$ cat config.mk
export PLATFORM = sky130hd
export DESIGN_NAME = separated_origin_group_sampler_flat
export DESIGN_NICKNAME = d
export VERILOG_FILES = /design/src/hdl/sogs_pkg.sv /design/src/hdl/sogs_if.sv /design/src/hdl/sogs_mix.sv /design/src/hdl/sogs_mod.sv /design/src/hdl/sogs_ctrl.sv /design/src/hdl/sogs_dp.sv /design/src/hdl/separated_origin_group_sampler.sv /design/src/flat_wrapper.sv
export SDC_FILE = /design/constraint.sdc
export NUM_CORES = 2
export LEC_CHECK = 0
export ABC_AREA = 1
export CORE_AREA = 8 8 465 467
export DETAILED_ROUTE_END_ITERATION = 10
export DIE_AREA = 0 0 473 475
export DONT_BUFFER_PORTS = 1
export HOLD_SLACK_MARGIN = 0.06
export RECOVER_POWER = 50
export SLEW_MARGIN = 40
export SYNTH_ARGS = -nofsm -noshare
export SYNTH_HDL_FRONTEND = slang
export SYNTH_SLANG_ARGS = --single-unit
$ cat constraint.sdc
create_clock -name clk -period 17.4 [get_ports clk]
set_input_delay 1.74 -clock clk [delete_from_list [all_inputs] [get_ports clk]]
set_output_delay 1.74 -clock clk [all_outputs]
set_load 0.005 [all_outputs]
$ cat src/hdl/sogs_pkg.sv
`default_nettype none
package sogs_pkg;

	localparam int MAX_SIDE      = 1024;
	localparam int SIDE_BITS     = 10;
	localparam int GROUP_SIZE    = 4;
	localparam int MAX_RESTARTS  = 64;
	localparam int OUT_SLOTS     = 4;

	localparam int WIDTH_BITS    = 11;
	localparam int COUNT_BITS    = 21;
	localparam int DIST_BITS     = 11;
	localparam int SEED_BITS     = 64;
	localparam int DSQ_BITS      = 2 * DIST_BITS;

	localparam int CFG_IDX_BITS  = 2;
	localparam logic [CFG_IDX_BITS-1:0] CFG_ORIGIN_WIDTH = 2'd0;
	localparam logic [CFG_IDX_BITS-1:0] CFG_ORIGIN_COUNT = 2'd1;
	localparam logic [CFG_IDX_BITS-1:0] CFG_MIN_DISTANCE = 2'd2;
	localparam logic [CFG_IDX_BITS-1:0] CFG_SEED         = 2'd3;

	localparam logic [WIDTH_BITS-1:0] RST_ORIGIN_WIDTH = 11'd1024;
	localparam logic [COUNT_BITS-1:0] RST_ORIGIN_COUNT = 21'd1048576;

	localparam logic [63:0] GOLDEN = 64'h9e3779b97f4a7c15;
	localparam logic [63:0] MIX_C1 = 64'hbf58476d1ce4e5b9;
	localparam logic [63:0] MIX_C2 = 64'h94d049bb133111eb;
	localparam int SHIFT_A = 30;
	localparam int SHIFT_B = 27;
	localparam int SHIFT_C = 31;

	typedef logic [SIDE_BITS-1:0] coord_t;

	typedef struct packed {
		logic start;
		logic new_attempt;
		logic scan_init;
		logic scan_step;
		logic pick;
		logic lim_start;
		logic lim_store;
		logic gen_start;
		logic rank_start;
		logic rank_store;
		logic next_slot;
		logic set_ok;
		logic emit;
	} sogs_cmd_t;

	typedef struct packed {
		logic scan_end;
		logic hit;
		logic n_zero;
		logic att_last;
		logic slot_last;
		logic gen_done;
		logic mod_done;
		logic below_limit;
	} sogs_sts_t;

	typedef struct packed {
		coord_t first_x;
		coord_t first_y;
		coord_t second_x;
		coord_t second_y;
		coord_t third_x;
		coord_t third_y;
		coord_t fourth_x;
		coord_t fourth_y;
		logic   ok;
	} sogs_res_t;

endpackage
`default_nettype wire

$ cat src/hdl/sogs_if.sv
`default_nettype none
interface sogs_req_if;
	logic valid;
	logic ready;
	logic request;
	modport source (output valid, output request, input ready);
	modport sink (input valid, input request, output ready);
endinterface

interface sogs_res_if;
	logic       valid;
	logic       ready;
	logic [9:0] first_x;
	logic [9:0] first_y;
	logic [9:0] second_x;
	logic [9:0] second_y;
	logic [9:0] third_x;
	logic [9:0] third_y;
	logic [9:0] fourth_x;
	logic [9:0] fourth_y;
	logic       ok;
	modport source (output valid, output first_x, output first_y, output second_x,
		output second_y, output third_x, output third_y, output fourth_x,
		output fourth_y, output ok, input ready);
	modport sink (input valid, input first_x, input first_y, input second_x,
		input second_y, input third_x, input third_y, input fourth_x,
		input fourth_y, input ok, output ready);
endinterface
`default_nettype wire

$ cat src/hdl/sogs_mix.sv
`default_nettype none
module sogs_mix (
	input  wire logic        clk,
	input  wire logic        arst_n,
	input  wire logic        load,
	input  wire logic [63:0] load_val,
	input  wire logic        start,
	output logic             done,
	output logic [63:0]      word
);
	import sogs_pkg::*;

	logic [63:0] st_q, z_q, acc_q, prod_q;
	logic [2:0]  ph_q;
	logic        second_q, done_q;
	logic [63:0] c, s, sum;
	logic [31:0] ma, mb;

	assign c   = second_q ? MIX_C2 : MIX_C1;
	assign ma  = (ph_q == 3'd3) ? z_q[63:32] : z_q[31:0];
	assign mb  = (ph_q == 3'd2) ? c[63:32] : c[31:0];
	assign s   = st_q + GOLDEN;
	assign sum = acc_q + {prod_q[31:0], 32'b0};

	// The 64-bit products keep only their low half, built from three 32x32 parts.
	always_ff @(posedge clk or negedge arst_n) begin
		if (!arst_n) begin
			st_q     <= '0;
			ph_q     <= '0;
			second_q <= 1'b0;
			done_q   <= 1'b0;
		end else begin
			done_q <= 1'b0;
			if (load) begin
				st_q <= load_val;
			end
			unique case (ph_q)
				3'd0: begin
					if (start) begin
						st_q     <= s;
						z_q      <= s ^ (s >> SHIFT_A);
						second_q <= 1'b0;
						ph_q     <= 3'd1;
					end
				end
				3'd1: begin
					prod_q <= ma * mb;
					ph_q   <= 3'd2;
				end
				3'd2: begin
					acc_q  <= prod_q;
					prod_q <= ma * mb;
					ph_q   <= 3'd3;
				end
				3'd3: begin
					acc_q  <= sum;
					prod_q <= ma * mb;
					ph_q   <= 3'd4;
				end
				3'd4: begin
					if (second_q) begin
						z_q    <= sum ^ (sum >> SHIFT_C);
						ph_q   <= 3'd0;
						done_q <= 1'b1;
					end else begin
						z_q      <= sum ^ (sum >> SHIFT_B);
						second_q <= 1'b1;
						ph_q     <= 3'd1;
					end
				end
				default: ph_q <= 3'd0;
			endcase
		end
	end

	assign done = done_q;
	assign word = z_q;
endmodule
`default_nettype wire

$ cat src/hdl/sogs_mod.sv
`default_nettype none
module sogs_mod (
	input  wire logic                            clk,
	input  wire logic                            arst_n,
	input  wire logic                            start,
	input  wire logic [63:0]                     dividend,
	input  wire logic [sogs_pkg::COUNT_BITS-1:0] divisor,
	output logic                                 done,
	output logic [sogs_pkg::COUNT_BITS-1:0]      rem
);
	import sogs_pkg::*;

	logic [63:0]           a_q;
	logic [COUNT_BITS-1:0] b_q, rem_q;
	logic [6:0]            cnt_q;
	logic                  done_q;
	logic [COUNT_BITS:0]   t;

	// Restoring remainder, one dividend bit per cycle.
	assign t = {rem_q, a_q[63]};

	always_ff @(posedge clk or negedge arst_n) begin
		if (!arst_n) begin
			cnt_q  <= '0;
			done_q <= 1'b0;
		end else begin
			done_q <= 1'b0;
			if (start) begin
				a_q   <= dividend;
				b_q   <= divisor;
				rem_q <= '0;
				cnt_q <= 7'd64;
			end else if (cnt_q != 7'd0) begin
				if (t >= {1'b0, b_q}) begin
					rem_q <= COUNT_BITS'(t - {1'b0, b_q});
				end else begin
					rem_q <= COUNT_BITS'(t);
				end
				a_q   <= a_q << 1;
				cnt_q <= cnt_q - 7'd1;
				if (cnt_q == 7'd1) begin
					done_q <= 1'b1;
				end
			end
		end
	end

	assign done = done_q;
	assign rem  = rem_q;
endmodule
`default_nettype wire

$ cat src/hdl/sogs_ctrl.sv
`default_nettype none
module sogs_ctrl (
	input  wire logic                clk,
	input  wire logic                arst_n,
	input  wire logic                req_fire,
	input  wire logic                request,
	input  wire logic                out_free,
	input  wire sogs_pkg::sogs_sts_t sts,
	output logic                     in_ready,
	output sogs_pkg::sogs_cmd_t      cmd
);
	import sogs_pkg::*;

	localparam logic [3:0] S_IDLE  = 4'd0;
	localparam logic [3:0] S_START = 4'd1;
	localparam logic [3:0] S_ATT   = 4'd2;
	localparam logic [3:0] S_CINIT = 4'd3;
	localparam logic [3:0] S_COUNT = 4'd4;
	localparam logic [3:0] S_LIMIT = 4'd5;
	localparam logic [3:0] S_GEN   = 4'd6;
	localparam logic [3:0] S_RANK  = 4'd7;
	localparam logic [3:0] S_PINIT = 4'd8;
	localparam logic [3:0] S_PICK  = 4'd9;
	localparam logic [3:0] S_NEXT  = 4'd10;
	localparam logic [3:0] S_EMIT  = 4'd11;

	logic [3:0] state_q, state_d;

	always_comb begin
		state_d  = state_q;
		cmd      = '0;
		in_ready = 1'b0;
		unique case (state_q)
			S_IDLE: begin
				in_ready = 1'b1;
				if (req_fire && request) begin
					state_d = S_START;
				end
			end
			S_START: begin
				cmd.start = 1'b1;
				state_d   = S_ATT;
			end
			S_ATT: begin
				cmd.new_attempt = 1'b1;
				state_d         = S_CINIT;
			end
			S_CINIT: begin
				cmd.scan_init = 1'b1;
				state_d       = S_COUNT;
			end
			S_COUNT: begin
				cmd.scan_step = 1'b1;
				if (sts.scan_end) begin
					if (!sts.n_zero) begin
						cmd.lim_start = 1'b1;
						state_d       = S_LIMIT;
					end else if (sts.att_last) begin
						state_d = S_EMIT;
					end else begin
						state_d = S_ATT;
					end
				end
			end
			S_LIMIT: begin
				if (sts.mod_done) begin
					cmd.lim_store = 1'b1;
					cmd.gen_start = 1'b1;
					state_d       = S_GEN;
				end
			end
			S_GEN: begin
				// Words below the limit are drawn again so the rank stays unbiased.
				if (sts.gen_done) begin
					if (sts.below_limit) begin
						cmd.gen_start = 1'b1;
					end else begin
						cmd.rank_start = 1'b1;
						state_d        = S_RANK;
					end
				end
			end
			S_RANK: begin
				if (sts.mod_done) begin
					cmd.rank_store = 1'b1;
					state_d        = S_PINIT;
				end
			end
			S_PINIT: begin
				cmd.scan_init = 1'b1;
				state_d       = S_PICK;
			end
			S_PICK: begin
				cmd.scan_step = 1'b1;
				cmd.pick      = 1'b1;
				if (sts.hit) begin
					state_d = S_NEXT;
				end
			end
			S_NEXT: begin
				cmd.next_slot = 1'b1;
				if (sts.slot_last) begin
					cmd.set_ok = 1'b1;
					state_d    = S_EMIT;
				end else begin
					state_d = S_CINIT;
				end
			end
			S_EMIT: begin
				if (out_free) begin
					cmd.emit = 1'b1;
					state_d  = S_IDLE;
				end
			end
			default: state_d = S_IDLE;
		endcase
	end

	always_ff @(posedge clk or negedge arst_n) begin
		if (!arst_n) begin
			state_q <= S_IDLE;
		end else begin
			state_q <= state_d;
		end
	end
endmodule
`default_nettype wire

$ cat src/hdl/sogs_dp.sv
`default_nettype none
module sogs_dp #(
	parameter int GROUP_SIZE   = sogs_pkg::GROUP_SIZE,
	parameter int MAX_RESTARTS = sogs_pkg::MAX_RESTARTS
) (
	input  wire logic                              clk,
	input  wire logic                              arst_n,
	input  wire sogs_pkg::sogs_cmd_t               cmd,
	input  wire logic [sogs_pkg::WIDTH_BITS-1:0]   origin_width,
	input  wire logic [sogs_pkg::COUNT_BITS-1:0]   origin_count,
	input  wire logic [sogs_pkg::DIST_BITS-1:0]    min_distance,
	input  wire logic                              seed_load,
	input  wire logic [sogs_pkg::SEED_BITS-1:0]    seed,
	output sogs_pkg::sogs_sts_t                    sts,
	output sogs_pkg::sogs_res_t                    res
);
	import sogs_pkg::*;

	localparam int KW = $clog2(GROUP_SIZE);
	localparam int AW = $clog2(MAX_RESTARTS + 1);

	logic [WIDTH_BITS-1:0] eff_w_q;
	logic [COUNT_BITS-1:0] eff_cnt_q, idx_q, n_q, rank_q, limit_q;
	logic [DSQ_BITS-1:0]   dsq_q;
	coord_t                x_q, y_q;
	logic [KW-1:0]         k_q, slot_q;
	logic [AW-1:0]         att_q;
	logic                  ok_q;
	coord_t                cx_q [GROUP_SIZE];
	coord_t                cy_q [GROUP_SIZE];

	logic [WIDTH_BITS-1:0] w_clamp;
	logic [COUNT_BITS-1:0] cnt_lim;
	coord_t                px, py, dx, dy;
	logic [2*SIDE_BITS:0]  dsum;
	logic                  sep, all_checked, take, scan_end;
	logic                  gen_done, mod_done;
	logic [63:0]           word, dividend;
	logic [COUNT_BITS-1:0] rem;

	always_comb begin
		if (origin_width == '0) begin
			w_clamp = WIDTH_BITS'(1);
		end else if (origin_width > WIDTH_BITS'(MAX_SIDE)) begin
			w_clamp = WIDTH_BITS'(MAX_SIDE);
		end else begin
			w_clamp = origin_width;
		end
		cnt_lim = COUNT_BITS'(w_clamp) << SIDE_BITS;
	end

	// One already chosen slot is checked against the candidate per cycle.
	assign px          = cx_q[k_q];
	assign py          = cy_q[k_q];
	assign dx          = (x_q > px) ? x_q - px : px - x_q;
	assign dy          = (y_q > py) ? y_q - py : py - y_q;
	assign dsum        = (2*SIDE_BITS+1)'(dx * dx) + (2*SIDE_BITS+1)'(dy * dy);
	assign sep         = !(x_q == px && y_q == py) && ({1'b0, dsum} >= dsq_q);
	assign all_checked = (k_q == slot_q);
	assign scan_end    = (idx_q == eff_cnt_q);
	assign take        = cmd.scan_step && !scan_end && all_checked && cmd.pick
		&& (n_q == rank_q);

	always_ff @(posedge clk or negedge arst_n) begin
		if (!arst_n) begin
			att_q  <= '0;
			ok_q   <= 1'b0;
			slot_q <= '0;
			k_q    <= '0;
		end else begin
			if (cmd.start) begin
				eff_w_q   <= w_clamp;
				eff_cnt_q <= (origin_count > cnt_lim) ? cnt_lim : origin_count;
				dsq_q     <= min_distance * min_distance;
				att_q     <= '0;
				ok_q      <= 1'b0;
			end
			if (cmd.new_attempt) begin
				att_q  <= att_q + AW'(1);
				slot_q <= '0;
			end
			if (cmd.scan_init) begin
				idx_q <= '0;
				x_q   <= '0;
				y_q   <= '0;
				n_q   <= '0;
				k_q   <= '0;
			end else if (cmd.scan_step && !scan_end) begin
				if (take) begin
					cx_q[slot_q] <= x_q;
					cy_q[slot_q] <= y_q;
				end else if (all_checked || !sep) begin
					if (all_checked) begin
						n_q <= n_q + COUNT_BITS'(1);
					end
					idx_q <= idx_q + COUNT_BITS'(1);
					k_q   <= '0;
					if (WIDTH_BITS'(x_q) + WIDTH_BITS'(1) == eff_w_q) begin
						x_q <= '0;
						y_q <= y_q + SIDE_BITS'(1);
					end else begin
						x_q <= x_q + SIDE_BITS'(1);
					end
				end else begin
					k_q <= k_q + KW'(1);
				end
			end
			if (cmd.lim_store) begin
				limit_q <= rem;
			end
			if (cmd.rank_store) begin
				rank_q <= rem;
			end
			if (cmd.next_slot) begin
				slot_q <= slot_q + KW'(1);
			end
			if (cmd.set_ok) begin
				ok_q <= 1'b1;
			end
		end
	end

	assign dividend = cmd.lim_start ? (64'd0 - 64'(n_q)) : word;

	sogs_mix u_mix (
		.clk      (clk),
		.arst_n   (arst_n),
		.load     (seed_load),
		.load_val (seed),
		.start    (cmd.gen_start),
		.done     (gen_done),
		.word     (word)
	);

	sogs_mod u_mod (
		.clk      (clk),
		.arst_n   (arst_n),
		.start    (cmd.lim_start || cmd.rank_start),
		.dividend (dividend),
		.divisor  (n_q),
		.done     (mod_done),
		.rem      (rem)
	);

	always_comb begin
		sts.scan_end    = scan_end;
		sts.hit         = take;
		sts.n_zero      = (n_q == '0);
		sts.att_last    = (att_q == AW'(MAX_RESTARTS));
		sts.slot_last   = (slot_q == KW'(GROUP_SIZE - 1));
		sts.gen_done    = gen_done;
		sts.mod_done    = mod_done;
		sts.below_limit = (word < 64'(limit_q));
	end

	// Slots past the group size, and every slot of a failed group, read as zero.
	always_comb begin
		coord_t ox [OUT_SLOTS];
		coord_t oy [OUT_SLOTS];
		for (int i = 0; i < OUT_SLOTS; i++) begin
			ox[i] = '0;
			oy[i] = '0;
			if (ok_q && i < GROUP_SIZE) begin
				ox[i] = cx_q[i % GROUP_SIZE];
				oy[i] = cy_q[i % GROUP_SIZE];
			end
		end
		res.first_x  = ox[0];
		res.first_y  = oy[0];
		res.second_x = ox[1];
		res.second_y = oy[1];
		res.third_x  = ox[2];
		res.third_y  = oy[2];
		res.fourth_x = ox[3];
		res.fourth_y = oy[3];
		res.ok       = ok_q;
	end
endmodule
`default_nettype wire

$ cat src/hdl/separated_origin_group_sampler.sv
// Draws a group of separated grid origins for each request item.
// Channels: req carries one request bit per item; res returns one item per
// request with four origin coordinates and ok. An item with request low is
// taken and dropped without a result. Configuration is written through
// cfg_we/cfg_index/cfg_data while the block is idle; writing the seed also
// reloads the generator.
// Work per slot: a counting scan over the C candidate origins, each checked
// against the slots already chosen, one per cycle; the rejection limit; the
// generator words; the rank; and a picking scan that stops at the chosen
// origin. Each restart after a dead end repeats this work, and the scans
// take the largest share of the time.
// One request is worked at a time; a new one is taken once the previous
// result sits in the output register, even if the receiver has not taken it.
// When the receiver stalls, the finished result waits and no further item
// is taken. Reset restores the register defaults and a zero generator state.
`default_nettype none
module separated_origin_group_sampler #(
	parameter int GROUP_SIZE   = sogs_pkg::GROUP_SIZE,
	parameter int MAX_RESTARTS = sogs_pkg::MAX_RESTARTS
) (
	input  wire logic                                clk,
	input  wire logic                                arst_n,
	sogs_req_if.sink                                 req,
	sogs_res_if.source                               res,
	input  wire logic                                cfg_we,
	input  wire logic [sogs_pkg::CFG_IDX_BITS-1:0]   cfg_index,
	input  wire logic [sogs_pkg::SEED_BITS-1:0]      cfg_data
);
	import sogs_pkg::*;

	logic [WIDTH_BITS-1:0] width_q;
	logic [COUNT_BITS-1:0] count_q;
	logic [DIST_BITS-1:0]  dist_q;
	logic                  seed_load, in_ready, out_free, out_valid_q;
	sogs_cmd_t             cmd;
	sogs_sts_t             sts;
	sogs_res_t             res_d, res_q;

	// The seed register lives in the generator state, loaded on a write.
	assign seed_load = cfg_we && (cfg_index == CFG_SEED);

	always_ff @(posedge clk or negedge arst_n) begin
		if (!arst_n) begin
			width_q <= RST_ORIGIN_WIDTH;
			count_q <= RST_ORIGIN_COUNT;
			dist_q  <= '0;
		end else if (cfg_we) begin
			unique case (cfg_index)
				CFG_ORIGIN_WIDTH: width_q <= cfg_data[WIDTH_BITS-1:0];
				CFG_ORIGIN_COUNT: count_q <= cfg_data[COUNT_BITS-1:0];
				CFG_MIN_DISTANCE: dist_q  <= cfg_data[DIST_BITS-1:0];
				default: ;
			endcase
		end
	end

	assign out_free  = !out_valid_q || res.ready;
	assign req.ready = in_ready;

	sogs_ctrl u_ctrl (
		.clk      (clk),
		.arst_n   (arst_n),
		.req_fire (req.valid && in_ready),
		.request  (req.request),
		.out_free (out_free),
		.sts      (sts),
		.in_ready (in_ready),
		.cmd      (cmd)
	);

	sogs_dp #(
		.GROUP_SIZE   (GROUP_SIZE),
		.MAX_RESTARTS (MAX_RESTARTS)
	) u_dp (
		.clk          (clk),
		.arst_n       (arst_n),
		.cmd          (cmd),
		.origin_width (width_q),
		.origin_count (count_q),
		.min_distance (dist_q),
		.seed_load    (seed_load),
		.seed         (cfg_data),
		.sts          (sts),
		.res          (res_d)
	);

	always_ff @(posedge clk or negedge arst_n) begin
		if (!arst_n) begin
			out_valid_q <= 1'b0;
		end else if (cmd.emit) begin
			out_valid_q <= 1'b1;
		end else if (res.ready) begin
			out_valid_q <= 1'b0;
		end
	end

	always_ff @(posedge clk) begin
		if (cmd.emit) begin
			res_q <= res_d;
		end
	end

	assign res.valid    = out_valid_q;
	assign res.first_x  = res_q.first_x;
	assign res.first_y  = res_q.first_y;
	assign res.second_x = res_q.second_x;
	assign res.second_y = res_q.second_y;
	assign res.third_x  = res_q.third_x;
	assign res.third_y  = res_q.third_y;
	assign res.fourth_x = res_q.fourth_x;
	assign res.fourth_y = res_q.fourth_y;
	assign res.ok       = res_q.ok;
endmodule
`default_nettype wire

$ cat src/flat_wrapper.sv
// flat-port wrapper written by rule: the top's interface ports become plain ports
module separated_origin_group_sampler_flat import sogs_pkg::*;
#(
	parameter int GROUP_SIZE   = sogs_pkg::GROUP_SIZE,
	parameter int MAX_RESTARTS = sogs_pkg::MAX_RESTARTS
)
  (clk, arst_n, cfg_we, cfg_index, cfg_data, req_valid, req_request, req_ready, res_valid, res_first_x, res_first_y, res_second_x, res_second_y, res_third_x, res_third_y, res_fourth_x, res_fourth_y, res_ok, res_ready);
  sogs_req_if req_i ();
  sogs_res_if res_i ();
  input  wire logic clk;
  input  wire logic arst_n;
  input  wire logic cfg_we;
  input  wire logic [sogs_pkg::CFG_IDX_BITS-1:0] cfg_index;
  input  wire logic [sogs_pkg::SEED_BITS-1:0] cfg_data;
  input wire logic [$bits(req_i.valid)-1:0] req_valid;
  input wire logic [$bits(req_i.request)-1:0] req_request;
  output wire logic [$bits(req_i.ready)-1:0] req_ready;
  output wire logic [$bits(res_i.valid)-1:0] res_valid;
  output wire logic [$bits(res_i.first_x)-1:0] res_first_x;
  output wire logic [$bits(res_i.first_y)-1:0] res_first_y;
  output wire logic [$bits(res_i.second_x)-1:0] res_second_x;
  output wire logic [$bits(res_i.second_y)-1:0] res_second_y;
  output wire logic [$bits(res_i.third_x)-1:0] res_third_x;
  output wire logic [$bits(res_i.third_y)-1:0] res_third_y;
  output wire logic [$bits(res_i.fourth_x)-1:0] res_fourth_x;
  output wire logic [$bits(res_i.fourth_y)-1:0] res_fourth_y;
  output wire logic [$bits(res_i.ok)-1:0] res_ok;
  input wire logic [$bits(res_i.ready)-1:0] res_ready;
  assign req_i.valid = req_valid;
  assign req_i.request = req_request;
  assign req_ready = req_i.ready;
  assign res_valid = res_i.valid;
  assign res_first_x = res_i.first_x;
  assign res_first_y = res_i.first_y;
  assign res_second_x = res_i.second_x;
  assign res_second_y = res_i.second_y;
  assign res_third_x = res_i.third_x;
  assign res_third_y = res_i.third_y;
  assign res_fourth_x = res_i.fourth_x;
  assign res_fourth_y = res_i.fourth_y;
  assign res_ok = res_i.ok;
  assign res_i.ready = res_ready;
  separated_origin_group_sampler #(.GROUP_SIZE(GROUP_SIZE), .MAX_RESTARTS(MAX_RESTARTS)) u_core (.clk(clk), .arst_n(arst_n), .req(req_i), .res(res_i), .cfg_we(cfg_we), .cfg_index(cfg_index), .cfg_data(cfg_data));
endmodule
==> impl_metrics.csv <==
group,metric,value,unit
setup_path,critPathKind,"reg -> reg",
setup_path,required,17.85,ns
placed_design,io_buffer_count,0,
die,fp.dieArea,224700,µm²
synth,syn_nets,11560,
global_route,grt_pass1_vias,68120,
worst_hold_path,hold_path_class,"reg -> reg",
synth,netlist.area_leader.share,24.87,%
route,via_per_inst,5.264,
synth,synth.most_common_cell,"inv_1",
route,wl_per_cell,21.83,µm
sta,setup_viol,0,
clock_network,h-tree-depth,3,
route,wl,275500,µm
setup_path,cp-end-kind,"flip-flop",
route,vias,66430,
synth,synth-compound-area-share,6.908,%
status,status,"complete, but fails checks",
synth,synth_area,83080,µm²
setup_path,worstSetupStartpointType,"flip-flop",
flow_run,drv_cap,11,
global_route,grt-ovfl-total,0,
status,violations,"capacitance limit, slew limit",
clock_network,clockRootBuffer,"clkbuf_16",
global_route,antenna_found_initial,7,
die,start_util,39.84,%
synth,synth_fa_ha_area_share,34.20,%
route,dr.first_iter.drc_count,5983,
placed_design,gp_congestion,0.9786,
synth,synth-simple-area-share,19.34,%
clock_network,ctsResizeCount,0,
clock_network,postCtsSetupBuffers,0,
sta,maxSlewViolCount,644,
clock_network,clockBufferDepth,3,
synth,yosysWarningCount,0,
worst_hold_path,hold_depth,2,
synth,ys_seq_elements,753,
cells_and_area,syn_to_final_growth,6.973,%
clock_network,hold_buffers,0,
clock_network,clk_pin_slew,0.06,ns
setup_path,crit_top_cell,"nand2_1",
route,topRoutingLayerUsed,"met4",
route,drt.antenna.violating_nets,0,
sta,hold_viol_final,0,
setup_path,critPathArrivalTime,13.04,ns
route,firstDrtPassIters,6,
synth,synth_area_leader_cell,"fa_1",
sta,tightest_slew,3.858,ns
synth,synth_edf_count,616,
setup_path,cpMaxStageDelayCell,"clkbuf_1",
synth,synthTopCellsByCount,"inv_1 (1,987), nand2_1 (1,981), nor2_1 (1,078)",
synth,ys_seq_area_share,26.39,%
sta,max_freq,0.07942,GHz
placed_design,dpl.hpwl,227100,µm
route,drc_errors,0,
die,rows,168,
route,wl_met2,128200,µm
sta,min_period,12.59,ns
synth,synth_area_leaders,"fa_1 (25%), edfxtp_1 (22%), ha_1 (9.3%)",
sta,rsz0062_at_grt,"false",
clock_network,cts_buffers,82,
cells_and_area,fin_nets,11470,
global_route,grt_pass1_wl,420100,µm
synth,synth_top_family_by_area,"adder cells",
route,drt-met1-wl,116900,µm
die,die_y,475,µm
die,core_area,208500,µm²
synth,synth_ff_type,"edfxtp_1",
cells_and_area,drive_above_1_share,3.863,%
synth,synth-async-reset-ratio,18.19,%
synth,synthMuxAreaShare,0.02711,%
setup_path,cp_max_fo,42,
sta,relSlewSlack,-157.2,%
die,die_w,473,µm
synth,avgSynthCellArea,8.445,µm²
setup_path,slowest_delay,1.46,ns
clock_network,cts_sinks,753,
global_route,grt_max_degree,224,
sta,fin_skew,0.07089,ns
route,wl_met3,19060,µm
die,io_pins,155,
setup_path,reg2reg_depth,52,
sta,period_share,72.36,%
sta,final.setup.tns,0,ns
clock_network,cts_tree,"built",
clock_network,insertion_delay,0.72,ns
synth,yosysUniqueCellTypes,72,
synth,yosys.area_share.xor_xnor,2.455,%
global_route,grt_usage,24.32,%
synth,syn_inst,9838,
## kinds of logic (layout without fill, tap and decap cells)
kind of cell / Yosys count / in the layout
fa+ha+maj: 1652 / 1652
buf+inv: 2301 / 2275
compound gates: 1043 / 1043
simple gates: 3855 / 3855
mux: 2 / 2
xor+xnor: 232 / 232
flops: 753 / 753
other cells: 0 / 2
## sequential cells by signal (all words and copies together), names as in the netlist, 40 cells and up
signal	flops
u_core.u_dp.u_mix.acc_q	64
u_core.u_dp.u_mix.prod_q	64
u_core.u_dp.u_mix.st_q	64
u_core.u_dp.u_mix.word	64
u_core.u_dp.u_mod.a_q	64
u_core.u_dp.cx_q	40
u_core.u_dp.cy_q	40
## worst max-delay path, delay by kind of cell, from the launching register on
kind / cells / cell delay, ns
adder cells (fa/ha/maj): 11 / 4.85
AND/OR/NAND/NOR: 22 / 3.40
XOR/XNOR: 1 / 0.16
AO/OA/AOI/OAI: 6 / 1.26
buffers and inverters: 12 / 2.25
flip-flops: 1 / 0.36
## layout make-up
cell class                 instances  area, µm²
inverter                        2034       7641
clock inverter                    53      565.5
timing repair buffer              87      589.3
clock buffer                     101       2217
tap                             2805       3510
sequential                       753      21930
multi-input combinational       6784      52420
fill                           20980     119600
antenna                            2      5.005
## routing by layer
| layer | up-vias | global-route usage (%) |
|---|---|---|
| met5 | - | 0 |
| met4 | 0 | 8.190 |
| met3 | 474 | 3.286 |
| met2 | 2578 | 40.29 |
| met1 | 32840 | 32.98 |
| li1 | 30540 | - |
## metrics by stage
stage | worst slack, ns | utilization, % | cell area [µm²] | cells | hold slack [ns]
2_1_floorplan | 7.706 | - | 83080 | 9838 | 0.4206
3_3_place_gp | 5.986 | 41.32 | 86160 | 12460 | 0.4704
3_5_place_dp | 5.886 | 41.33 | 86180 | 12460 | 0.4746
4_1_cts | 5.880 | 42.66 | 88960 | 12620 | 0.4910
5_1_grt | 3.714 | 42.62 | 88870 | 12620 | 0.5136
6_report | 4.809 | 42.62 | 88870 | 12620 | 0.4851
## worst paths after layout
check                              startpoint                         end  slack [ns]
setup / recovery           u_core.u_dp.k_q[0]          u_core.u_dp.x_q[4]        4.81
hold / removal               u_core.u_dp.ok_q            u_core.u_dp.ok_q        0.49
setup reg to reg           u_core.u_dp.k_q[0]          u_core.u_dp.x_q[4]        4.81
hold reg to reg              u_core.u_dp.ok_q            u_core.u_dp.ok_q        0.49
max in group asynchronous              arst_n          u_core.u_dp.k_q[0]       16.33
min in group asynchronous              arst_n  u_core.u_dp.u_mix.st_q[54]        0.72
## layout by cell type, fill, tap and decap left out, types with 39 or more instances in the layout
cell type,instances
fa_1,1032
nor2_1,1067
nand3_1,468
nand4_1,72
a21oi_1,397
xor2_1,163
o21ai_0,357
nand2_1,1977
inv_1,1988
clkbuf_16,85
inv_2,39
ha_1,619
nor3_1,80
edfxtp_1,616
buf_4,66
dfrtp_1,133
o21ai_1,94
xnor2_1,68
Power is left out: the tool's default activity adds up to more than one toggle a clock period on the data nets, which glitch-free logic cannot reach.
